File: src/hw/rtl/assert_macros.svh
// -----------------------------------------------------------------------------
// Assertion macros
// Clocked property checks shared by the line generator RTL.
// -----------------------------------------------------------------------------
`ifndef ASSERT_MACROS_SVH
`define ASSERT_MACROS_SVH

// check a property at every rising edge of clk outside reset
`define ASSERT_CLK(label, prop, msg) \
	label: assert property (@(posedge clk) disable iff (!arst_n) (prop)) else $error(msg);

// check that an expression never holds
`define ASSERT_NEVER(label, expr, msg) \
	`ASSERT_CLK(label, !(expr), msg)

`endif

File: src/hw/rtl/blg_pkg.sv
// -----------------------------------------------------------------------------
// Line generator package
// Widths, request types and queue sizes shared by the line generator.
// -----------------------------------------------------------------------------
package blg_pkg;

	localparam int COORD_WIDTH = 11;
	localparam int INC_W       = COORD_WIDTH + 1;
	localparam int ACC_W       = COORD_WIDTH + 3;
	localparam int CQ_DEPTH    = 4;
	localparam int CQ_PTR_W    = $clog2(CQ_DEPTH);
	localparam int CQ_CNT_W    = CQ_PTR_W + 1;

	typedef logic [COORD_WIDTH-1:0] coord_t;
	typedef logic [INC_W-1:0]       inc_t;

	typedef enum logic {
		ACT_START = 1'b0,
		ACT_STEP  = 1'b1
	} action_t;

	typedef struct packed {
		logic [7:0] red;
		logic [7:0] green;
		logic [7:0] blue;
	} color_t;

	typedef struct packed {
		action_t    action;
		coord_t     start_row;
		coord_t     start_col;
		coord_t     end_row;
		coord_t     end_col;
		logic [7:0] red;
		logic [7:0] green;
		logic [7:0] blue;
	} in_req_t;

	typedef struct packed {
		coord_t     pixel_row;
		coord_t     pixel_col;
		logic [7:0] pixel_red;
		logic [7:0] pixel_green;
		logic [7:0] pixel_blue;
		logic       last_pixel;
	} out_req_t;

	typedef struct packed {
		coord_t major_pos;
		coord_t major_end;
		coord_t minor_pos;
		logic   minor_down;
		coord_t major_span;
		inc_t   error_inc;
		logic   is_steep;
		color_t color;
	} setup_t;

	typedef struct packed {
		action_t action;
		setup_t  setup;
	} cmd_t;

	typedef struct packed {
		logic full;
		logic empty;
	} q_stat_t;

endpackage

File: src/hw/rtl/blg_front.sv
// -----------------------------------------------------------------------------
// Line generator front end
// Accepts requests, classifies them and precomputes the line setup of a start.
// -----------------------------------------------------------------------------
module blg_front (
	input  logic            clk,
	input  logic            arst_n,
	input  logic            push,
	input  blg_pkg::in_req_t item,
	output logic            full,
	input  blg_pkg::q_stat_t cq_stat,
	output logic            cq_push,
	output blg_pkg::cmd_t   cq_data
);
	import blg_pkg::*;

	function automatic coord_t abs_diff(input coord_t a, input coord_t b);
		abs_diff = (a > b) ? (a - b) : (b - a);
	endfunction

	logic    accept;
	logic    steep;
	logic    valid_s1;
	action_t action_s1;
	coord_t  a0_s1, b0_s1, a1_s1, b1_s1;
	logic    steep_s1;
	color_t  color_s1;
	logic    swap;
	coord_t  near_a, near_b, far_a, far_b;

	assign full    = valid_s1 && cq_stat.full;
	assign accept  = push && !full;
	assign cq_push = valid_s1 && !cq_stat.full;
	assign steep   = abs_diff(item.start_row, item.end_row) < abs_diff(item.start_col, item.end_col);

	always_ff @(posedge clk or negedge arst_n) begin
		if (!arst_n) begin
			valid_s1 <= 1'b0;
		end else if (accept) begin
			valid_s1 <= 1'b1;
		end else if (cq_push) begin
			valid_s1 <= 1'b0;
		end
	end

	always_ff @(posedge clk) begin
		if (accept) begin
			action_s1 <= item.action;
			steep_s1  <= steep;
			a0_s1     <= steep ? item.start_col : item.start_row;
			b0_s1     <= steep ? item.start_row : item.start_col;
			a1_s1     <= steep ? item.end_col : item.end_row;
			b1_s1     <= steep ? item.end_row : item.end_col;
			color_s1  <= '{red: item.red, green: item.green, blue: item.blue};
		end
	end

	// order endpoints by major coordinate
	always_comb begin
		swap   = a0_s1 > a1_s1;
		near_a = swap ? a1_s1 : a0_s1;
		near_b = swap ? b1_s1 : b0_s1;
		far_a  = swap ? a0_s1 : a1_s1;
		far_b  = swap ? b0_s1 : b1_s1;
		cq_data.action           = action_s1;
		cq_data.setup.major_pos  = near_a;
		cq_data.setup.major_end  = far_a;
		cq_data.setup.minor_pos  = near_b;
		cq_data.setup.minor_down = far_b < near_b;
		cq_data.setup.major_span = far_a - near_a;
		cq_data.setup.error_inc  = {abs_diff(near_b, far_b), 1'b0};
		cq_data.setup.is_steep   = steep_s1;
		cq_data.setup.color      = color_s1;
	end

endmodule

File: src/hw/rtl/blg_cmd_queue.sv
// -----------------------------------------------------------------------------
// Line generator command queue
// Short first-in first-out queue between the front end and the stepper.
// -----------------------------------------------------------------------------
module blg_cmd_queue (
	input  logic             clk,
	input  logic             arst_n,
	input  logic             push,
	input  blg_pkg::cmd_t    wdata,
	input  logic             pop,
	output blg_pkg::cmd_t    rdata,
	output blg_pkg::q_stat_t stat
);
	import blg_pkg::*;

	cmd_t                mem_q [CQ_DEPTH];
	logic [CQ_PTR_W-1:0] wr_ptr_q;
	logic [CQ_PTR_W-1:0] rd_ptr_q;
	logic [CQ_CNT_W-1:0] count_q;
	logic                do_push;
	logic                do_pop;

	assign stat.full  = count_q == CQ_CNT_W'(CQ_DEPTH);
	assign stat.empty = count_q == '0;
	assign do_push    = push && !stat.full;
	assign do_pop     = pop && !stat.empty;
	assign rdata      = mem_q[rd_ptr_q];

	always_ff @(posedge clk or negedge arst_n) begin
		if (!arst_n) begin
			wr_ptr_q <= '0;
			rd_ptr_q <= '0;
			count_q  <= '0;
		end else begin
			if (do_push) wr_ptr_q <= wr_ptr_q + CQ_PTR_W'(1);
			if (do_pop) rd_ptr_q <= rd_ptr_q + CQ_PTR_W'(1);
			if (do_push && !do_pop) count_q <= count_q + CQ_CNT_W'(1);
			else if (do_pop && !do_push) count_q <= count_q - CQ_CNT_W'(1);
		end
	end

	always_ff @(posedge clk) begin
		if (do_push) mem_q[wr_ptr_q] <= wdata;
	end

endmodule

File: src/hw/rtl/blg_back.sv
// -----------------------------------------------------------------------------
// Line generator stepper
// Holds the line state, steps the error term and buffers the pixels.
// -----------------------------------------------------------------------------
module blg_back (
	input  logic             clk,
	input  logic             arst_n,
	input  blg_pkg::q_stat_t cq_stat,
	input  blg_pkg::cmd_t    cq_data,
	output logic             cq_pop,
	input  logic             pop,
	output logic             empty,
	output blg_pkg::out_req_t pixel
);
	import blg_pkg::*;

	logic                    active_q;
	coord_t                  major_pos_q, major_end_q, minor_pos_q, span_q;
	logic                    minor_down_q;
	logic                    steep_q;
	inc_t                    inc_q;
	color_t                  color_q;
	logic signed [ACC_W-1:0] err_q, err_sum, err_next, inc_ext, span_ext;
	logic                    move;
	logic                    last;
	logic                    emit;
	logic                    out_take;
	out_req_t                pix;
	out_req_t                ob_q [2];
	logic                    ob_wr_q, ob_rd_q;
	logic [1:0]              ob_cnt_q;
	logic                    ob_full;

	assign ob_full  = ob_cnt_q == 2'd2;
	assign cq_pop   = !cq_stat.empty && !ob_full;
	assign emit     = cq_pop && cq_data.action == ACT_STEP && active_q;
	assign empty    = ob_cnt_q == 2'd0;
	assign out_take = pop && !empty;
	assign pixel    = ob_q[ob_rd_q];
	assign last     = major_pos_q == major_end_q;

	always_comb begin
		inc_ext  = signed'({{(ACC_W-INC_W){1'b0}}, inc_q});
		span_ext = signed'({{(ACC_W-COORD_WIDTH){1'b0}}, span_q});
		err_sum  = err_q + inc_ext;
		move     = err_sum > span_ext;
		err_next = move ? err_sum - (span_ext <<< 1) : err_sum;
		pix.pixel_row   = steep_q ? minor_pos_q : major_pos_q;
		pix.pixel_col   = steep_q ? major_pos_q : minor_pos_q;
		pix.pixel_red   = color_q.red;
		pix.pixel_green = color_q.green;
		pix.pixel_blue  = color_q.blue;
		pix.last_pixel  = last;
	end

	always_ff @(posedge clk or negedge arst_n) begin
		if (!arst_n) begin
			active_q <= 1'b0;
			ob_wr_q  <= 1'b0;
			ob_rd_q  <= 1'b0;
			ob_cnt_q <= 2'd0;
		end else begin
			if (cq_pop) begin
				if (cq_data.action == ACT_START) active_q <= 1'b1;
				else if (active_q && last) active_q <= 1'b0;
			end
			if (emit) ob_wr_q <= ~ob_wr_q;
			if (out_take) ob_rd_q <= ~ob_rd_q;
			if (emit && !out_take) ob_cnt_q <= ob_cnt_q + 2'd1;
			else if (out_take && !emit) ob_cnt_q <= ob_cnt_q - 2'd1;
		end
	end

	always_ff @(posedge clk) begin
		if (cq_pop && cq_data.action == ACT_START) begin
			major_pos_q  <= cq_data.setup.major_pos;
			major_end_q  <= cq_data.setup.major_end;
			minor_pos_q  <= cq_data.setup.minor_pos;
			minor_down_q <= cq_data.setup.minor_down;
			span_q       <= cq_data.setup.major_span;
			inc_q        <= cq_data.setup.error_inc;
			steep_q      <= cq_data.setup.is_steep;
			color_q      <= cq_data.setup.color;
			err_q        <= '0;
		end else if (emit && !last) begin
			err_q       <= err_next;
			major_pos_q <= major_pos_q + COORD_WIDTH'(1);
			if (move) begin
				minor_pos_q <= minor_down_q ? minor_pos_q - COORD_WIDTH'(1)
				                            : minor_pos_q + COORD_WIDTH'(1);
			end
		end
		if (emit) ob_q[ob_wr_q] <= pix;
	end

endmodule

File: src/hw/rtl/bresenham_line_generator.sv
// -----------------------------------------------------------------------------
// Bresenham line generator
// Rasterises a line between two endpoints, one pixel per step request.
// -----------------------------------------------------------------------------
// Input channel: a request is taken on a rising edge with push high and full
// low. A start request loads both endpoints and the colour and gives no
// pixel; each step request then gives one pixel, both endpoints included,
// the final one flagged by last_pixel. A step with no line in progress gives
// nothing, and a start during a line replaces it.
// Result channel: while empty is low the oldest pixel sits on the pixel port
// and is taken on a rising edge with pop high.
// Path: a step request is registered in the front end, then held in the
// command queue and then in the pixel buffer before its pixel shows.
// Throughput: one request per cycle when not stalled, set by the stepper,
// which performs one error add, compare and coordinate increment per cycle.
// A four-entry command queue and a two-entry pixel buffer let either side
// stall; when pop stays low the buffer fills, the queue backs up and full
// rises. Reset empties both queues and ends any line in progress.
// -----------------------------------------------------------------------------
module bresenham_line_generator (
	input  logic              clk,
	input  logic              arst_n,
	input  logic              push,
	input  blg_pkg::in_req_t  item,
	output logic              full,
	input  logic              pop,
	output logic              empty,
	output blg_pkg::out_req_t pixel
);
	import blg_pkg::*;
	`include "assert_macros.svh"

	q_stat_t cq_stat;
	logic    cq_push;
	logic    cq_pop;
	cmd_t    cq_wdata;
	cmd_t    cq_rdata;

	blg_front u_front (
		.clk     (clk),
		.arst_n  (arst_n),
		.push    (push),
		.item    (item),
		.full    (full),
		.cq_stat (cq_stat),
		.cq_push (cq_push),
		.cq_data (cq_wdata)
	);

	blg_cmd_queue u_cmd_queue (
		.clk    (clk),
		.arst_n (arst_n),
		.push   (cq_push),
		.wdata  (cq_wdata),
		.pop    (cq_pop),
		.rdata  (cq_rdata),
		.stat   (cq_stat)
	);

	blg_back u_back (
		.clk     (clk),
		.arst_n  (arst_n),
		.cq_stat (cq_stat),
		.cq_data (cq_rdata),
		.cq_pop  (cq_pop),
		.pop     (pop),
		.empty   (empty),
		.pixel   (pixel)
	);

	`ASSERT_NEVER(a_cq_push_full, cq_push && cq_stat.full, "command pushed into full queue")
	`ASSERT_NEVER(a_cq_pop_empty, cq_pop && cq_stat.empty, "command popped from empty queue")
	`ASSERT_CLK(a_full_needs_queue, full |-> cq_stat.full, "full raised with room in queue")

endmodule
File: config.mk
export PLATFORM = sky130hd
export DESIGN_NAME = bresenham_line_generator
export DESIGN_NICKNAME = d
export VERILOG_FILES = /design/src/hw/rtl/blg_pkg.sv /design/src/hw/rtl/blg_front.sv /design/src/hw/rtl/blg_cmd_queue.sv /design/src/hw/rtl/blg_back.sv /design/src/hw/rtl/bresenham_line_generator.sv
export VERILOG_INCLUDE_DIRS = /design/src /design/src/hw/rtl
export SDC_FILE = /design/constraint.sdc
export NUM_CORES = 1
export LEC_CHECK = 0
export BUFFER_PORTS_ARGS = -buffer_cell sky130_fd_sc_hd__clkbuf_2
export CORE_MARGIN = 2
export CORE_UTILIZATION = 25
export CTS_BUF_LIST = sky130_fd_sc_hd__clkbuf_16
export DETAILED_ROUTE_END_ITERATION = 10
export PLACE_DENSITY = 0.36
export SLEW_MARGIN = 15
export SYNTH_ARGS = -nofsm -noshare
export SYNTH_HDL_FRONTEND = slang
export SYNTH_SLANG_ARGS = --single-unit
File: constraint.sdc
create_clock -name clk -period 4.85 [get_ports clk]
set_clock_uncertainty 0.1 [all_clocks]
set_input_delay 0.2425 -clock clk [delete_from_list [all_inputs] [get_ports clk]]
set_output_delay 0.2425 -clock clk [all_outputs]
set_load 0.005 [all_outputs]
==> qor.txt <==
DRT
------------------------------------------------------------------------------------------
Iteration-0 DRC Markers                                                                814
1st-pass router iterations                                                               5
Remaining number of nets flagged by the antenna check after routing                      0
Final routed wire length divided by cell count                                     19.6 um
Via count                                                                            17100
Ratio of routed vias to standard cells                                                4.46
Final wirelength                                                                  74800 um
Post-route DRC violation count                                                           0

CLOCK TREE
------------------------------------------------------------------------------------------
Maximum count of clock buffers along a single path                                       3
TritonCTS clock tree                                                                 built
Clk Latency, worst-skew pair                                                       0.62 ns
CTS H-Tree Depth                                                                         3
Clock buffer count from CTS                                                             72
Number of clock sinks                                                                  599
CTS clk-pin slew, worst paths                                                      0.05 ns
Clock Root Buffer                                                                clkbuf_16

SYNTHESIS
------------------------------------------------------------------------------------------
Synth Instances                                                                       1966
Synth Cell Area                                                                 0.0286 mm2
Yosys Warn Count                                                                         0
Average cell area after synthesis                                                 14.5 um2
Share of flip-flops with an asynchronous set or reset                               0.0217
Unique masters post-synth                                                               80
Simple-gate portion of the synthesized area                                         0.0672
Largest area contributor in the synthesized netlist                               edfxtp_1
Top cells by area, synth                                                      edfxtp_1 (60%), mux4_2 (6.5%), ha_1 (5.0%)
Register bit total from synthesis                                                      599
Most frequently used flop master after synthesis                                  edfxtp_1
Main combinational cell family by area after synthesis                        multiplexers
Share of synthesized cell area in full adder, half adder and majority cells         0.0611
Number of enable flip-flop cells after synthesis                                       573
Post-synthesis net count                                                              2161
Post-synthesis sequential area ratio                                                 0.623
Multiplexer fraction of the synthesized cell area                                    0.122
Share of the synthesized area in the top cell type                                   0.602
Synthesized-area fraction occupied by ao, oa, aoi and oai cells                     0.0732
Parity-gate share of the synthesized area counting xor and xnor cells               0.0261

POWER
------------------------------------------------------------------------------------------
Part of the power in the clock network                                               0.196
PwrDens                                                                         774 mW/mm2
Sequential fraction of design power                                                  0.359
Part of the power in combinational logic                                             0.445
Power Total                                                                        27.0 mW
Power dissipated by switching net loads                                            10.1 mW
IR Drop Worst-Case VDD                                                            0.306 mV
Internal power of the cells                                                        16.9 mW
Fraction of power spent switching nets                                               0.374
Leak                                                                               12.9 nW

PLACE
------------------------------------------------------------------------------------------
Number of port buffers                                                                 121
Post-Place Cells                                                                      3598
Detailed-placement wirelength estimate                                            52400 um
Final weighted congestion of routability-driven global placement                     0.802
Pre-CTS setup slack                                                             -0.0490 ns

FLOORPLAN
------------------------------------------------------------------------------------------
Row cnt                                                                                124
Y dimension of the die                                                              342 um
Count of pins on the block boundary                                                    122
Core region area                                                                 0.114 mm2
Die width                                                                           342 um
Die footprint                                                                    0.117 mm2
Initial core utilization                                                             0.251

STA
------------------------------------------------------------------------------------------
Tightest Pin Transition                                                           0.909 ns
Final setup TNS                                                                       0 ns
Time the worst path needs with I/O delays and setup                                4.74 ns
Upper clock frequency limit                                                        211 MHz
Setup violation total in the final timing report                                         0
RSZ-0062 raised after global routing                                                 false
Worst relative slew slack                                                            0.394
Fin. Hold Viols                                                                          0
Worst setup margin                                                                0.110 ns
Final Max Slew Viols                                                                     0
Share of the clock period used by the worst path                                     0.977
Worst Hold Margin                                                                0.0452 ns

WORST SETUP PATH
------------------------------------------------------------------------------------------
Critical Path Most Common Cell                                                      buf_12
Delay of the slowest critical-path stage                                           0.54 ns
Critical Path RT                                                                   5.12 ns
Element type at the critical path start                                       primary input
Max stage delay cell, worst path                                              dlygate4sd3_1
Data arrival time at the worst-slack endpoint                                      5.01 ns
Maximum fanout along the worst path                                                      7
Buf/Inv on CP                                                                            6
Critical path endpoint category                                                       flop
First element of the critical path                                                item[55]
Launching point of the worst reg2reg path                                     u_front.a0_s1[7]
Crit path cell chain                                                          dlygate4sd3_1, clkbuf_2, ha_4, nand4_1, or3_4, o21a_1, a41oi_4, buf_12, buf_12, mux2_2, a21oi_1, o211a_1, xor2_1, ha_1, and3_1, a211oi_4, buf_12, mux2_2, dlygate4sd3_1
WS Path Type                                                                     in -> reg
Crit path max-delay family                                                    buffers and inverters

RUN STATUS
------------------------------------------------------------------------------------------
Result of the run                                                             finished clean

GLOBAL ROUTE
------------------------------------------------------------------------------------------
Maximum number of pins on one net before global-route repair                            84
Antenna violations before repair                                                         2
Total global-route track usage                                                       0.128
Overall overflow remaining after global route                                            0
Number of global-route vias before repair                                            18000
Global-route wire length before repair                                           113000 um

FINAL LAYOUT
------------------------------------------------------------------------------------------
Share of final-layout standard cells stronger than drive strength 1                  0.226
Commonest cells after routing, fill and taps aside                            edfxtp_1 (573), inv_1 (139), nand2_1 (124), clkbuf_2 (121), ha_1 (110)
Number of nets in the final layout                                                    2447
Final non-filler cell total                                                           3823
Area growth from synthesis to final layout                                           22.4%
Commonest non-fill, non-tap cell in the layout                                    edfxtp_1

RUN
------------------------------------------------------------------------------------------
Max_cap viols                                                                            0

MIN PATH
------------------------------------------------------------------------------------------
Hold Path Origin                                                                  item[30]
Path class of the lowest-slack min-delay path                                    in -> reg

[state kept, by name (all words and copies together), names as in the netlist, 2 cells and up]
name	count
u_back.inc_q	11
u_back.major_pos_q	11
u_front.a1_s1	11
u_front.a0_s1	11
u_back.color_q	24
u_back.ob_cnt_q	2
u_cmd_queue.mem_q	328
u_cmd_queue.count_q	3
u_back.minor_pos_q	11
u_front.b1_s1	11
u_front.b0_s1	11
u_cmd_queue.rd_ptr_q	2
u_front.cq_data	24
u_back.err_q	13
u_back.ob_q	94
u_cmd_queue.wr_ptr_q	2
u_back.major_end_q	11
u_back.span_q	11
[worst reg2reg max path, cell delays in order, from the launching register on]
cell and delay (ns):
edfxtp_1 0.48, ha_1 0.50, nand4_2 0.24, or3_4 0.48, o21a_4 0.20, nor2_2 0.30, buf_4 0.30, mux2i_1 0.53
a21oi_1 0.14, o21a_1 0.18, a31oi_1 0.17, xor2_1 0.61
[cells by family (layout without fill, tap and decap cells)]
| kind of cell | after synthesis | after routing |
|---|---|---|
| other | 0 | 2 |
| buffers and inverters | 203 | 546 |
| AOI/OAI and AO/OA | 322 | 322 |
| muxes | 235 | 235 |
| DFF | 599 | 599 |
| adders and majority gates | 138 | 138 |
| xor gates and xnor gates | 85 | 85 |
| and+or+nand+nor | 384 | 384 |
[final cells by class]
| type | instances | area [um2] |
|---|---|---|
| Multi-Input combinational cell | 1164 | 10100 |
| Inverter | 126 | 474 |
| Sequential cell | 599 | 17800 |
| Antenna cell | 2 | 5.00 |
| Clock inverter | 58 | 541 |
| Fill cell | 11400 | 78900 |
| Tap cell | 1512 | 1890 |
| Clock buffer | 73 | 1830 |
| Timing Repair Buffer | 289 | 2280 |
[final timing paths]
check	end	slack (ns)	cells after the start
worst max-delay path	u_front.a0_s1[10]	0.11	19
worst min-delay path	u_front.a1_s1[6]	0.05	4
worst max register to register	u_cmd_queue.mem_q[2][45]	0.31	11
worst min register to register	u_back.ob_q[1][14]	0.34	0
max in group asynchronous	u_cmd_queue.rd_ptr_q[1]	3.52	3
min in group asynchronous	u_cmd_queue.wr_ptr_q[0]	0.63	3
[cells in the mapped netlist (27+ instances only)]
| master | number |
|---|---|
| edfxtp_1 | 573 |
| inv_1 | 126 |
| nand2_1 | 125 |
| ha_1 | 114 |
| o21ai_0 | 97 |
| mux4_2 | 82 |
| mux2_2 | 81 |
| mux2i_1 | 72 |
| a21oi_1 | 70 |
| nor2_1 | 56 |
| xnor2_1 | 45 |
| clkbuf_1 | 44 |
| xor2_1 | 40 |
| nand3_1 | 34 |
| nor3_1 | 27 |
[stage by stage]
step / area, um2 / utilization
CTS: 34700 / 0.305
global route: 35000 / 0.307
global placement: 31500 / 0.277
detailed placement: 31500 / 0.277
finish: 35000 / 0.307
floorplan: 28600 / -
[per-layer routing]
layer  vias up  global-route usage  wire length (um)  share of wire
met3       114              0.0202              2730          0.036
met4         2              0.0379              1850          0.025
li1       8100                   -                 -              -
met1      8559               0.169             34400           0.46
met5         -                   0                16        0.00021
met2       291               0.215             35800           0.48
[timing repair]
item                                   4_1_cts  5_1_grt
setup endpoints to repair                    0       24
resized for setup                            0       22
endpoints found under the hold margin       80        0
setup buffers                                0        6
hold buffers                                84        0
[power by group through the flow]
| stage | clock, mW | combinational, mW | sequential, mW |
|---|---|---|---|
| after floorplan | 0 | 8.03 | 9.44 |
| after global placement | 0 | 12.0 | 9.80 |
| after detailed placement | 0 | 12.1 | 9.87 |
| after CTS | 5.50 | 12.2 | 9.77 |
| after global routing | 5.68 | 13.4 | 9.95 |
| final | 5.30 | 12.0 | 9.72 |
No activity file was read; power rests on OpenSTA's default activity.
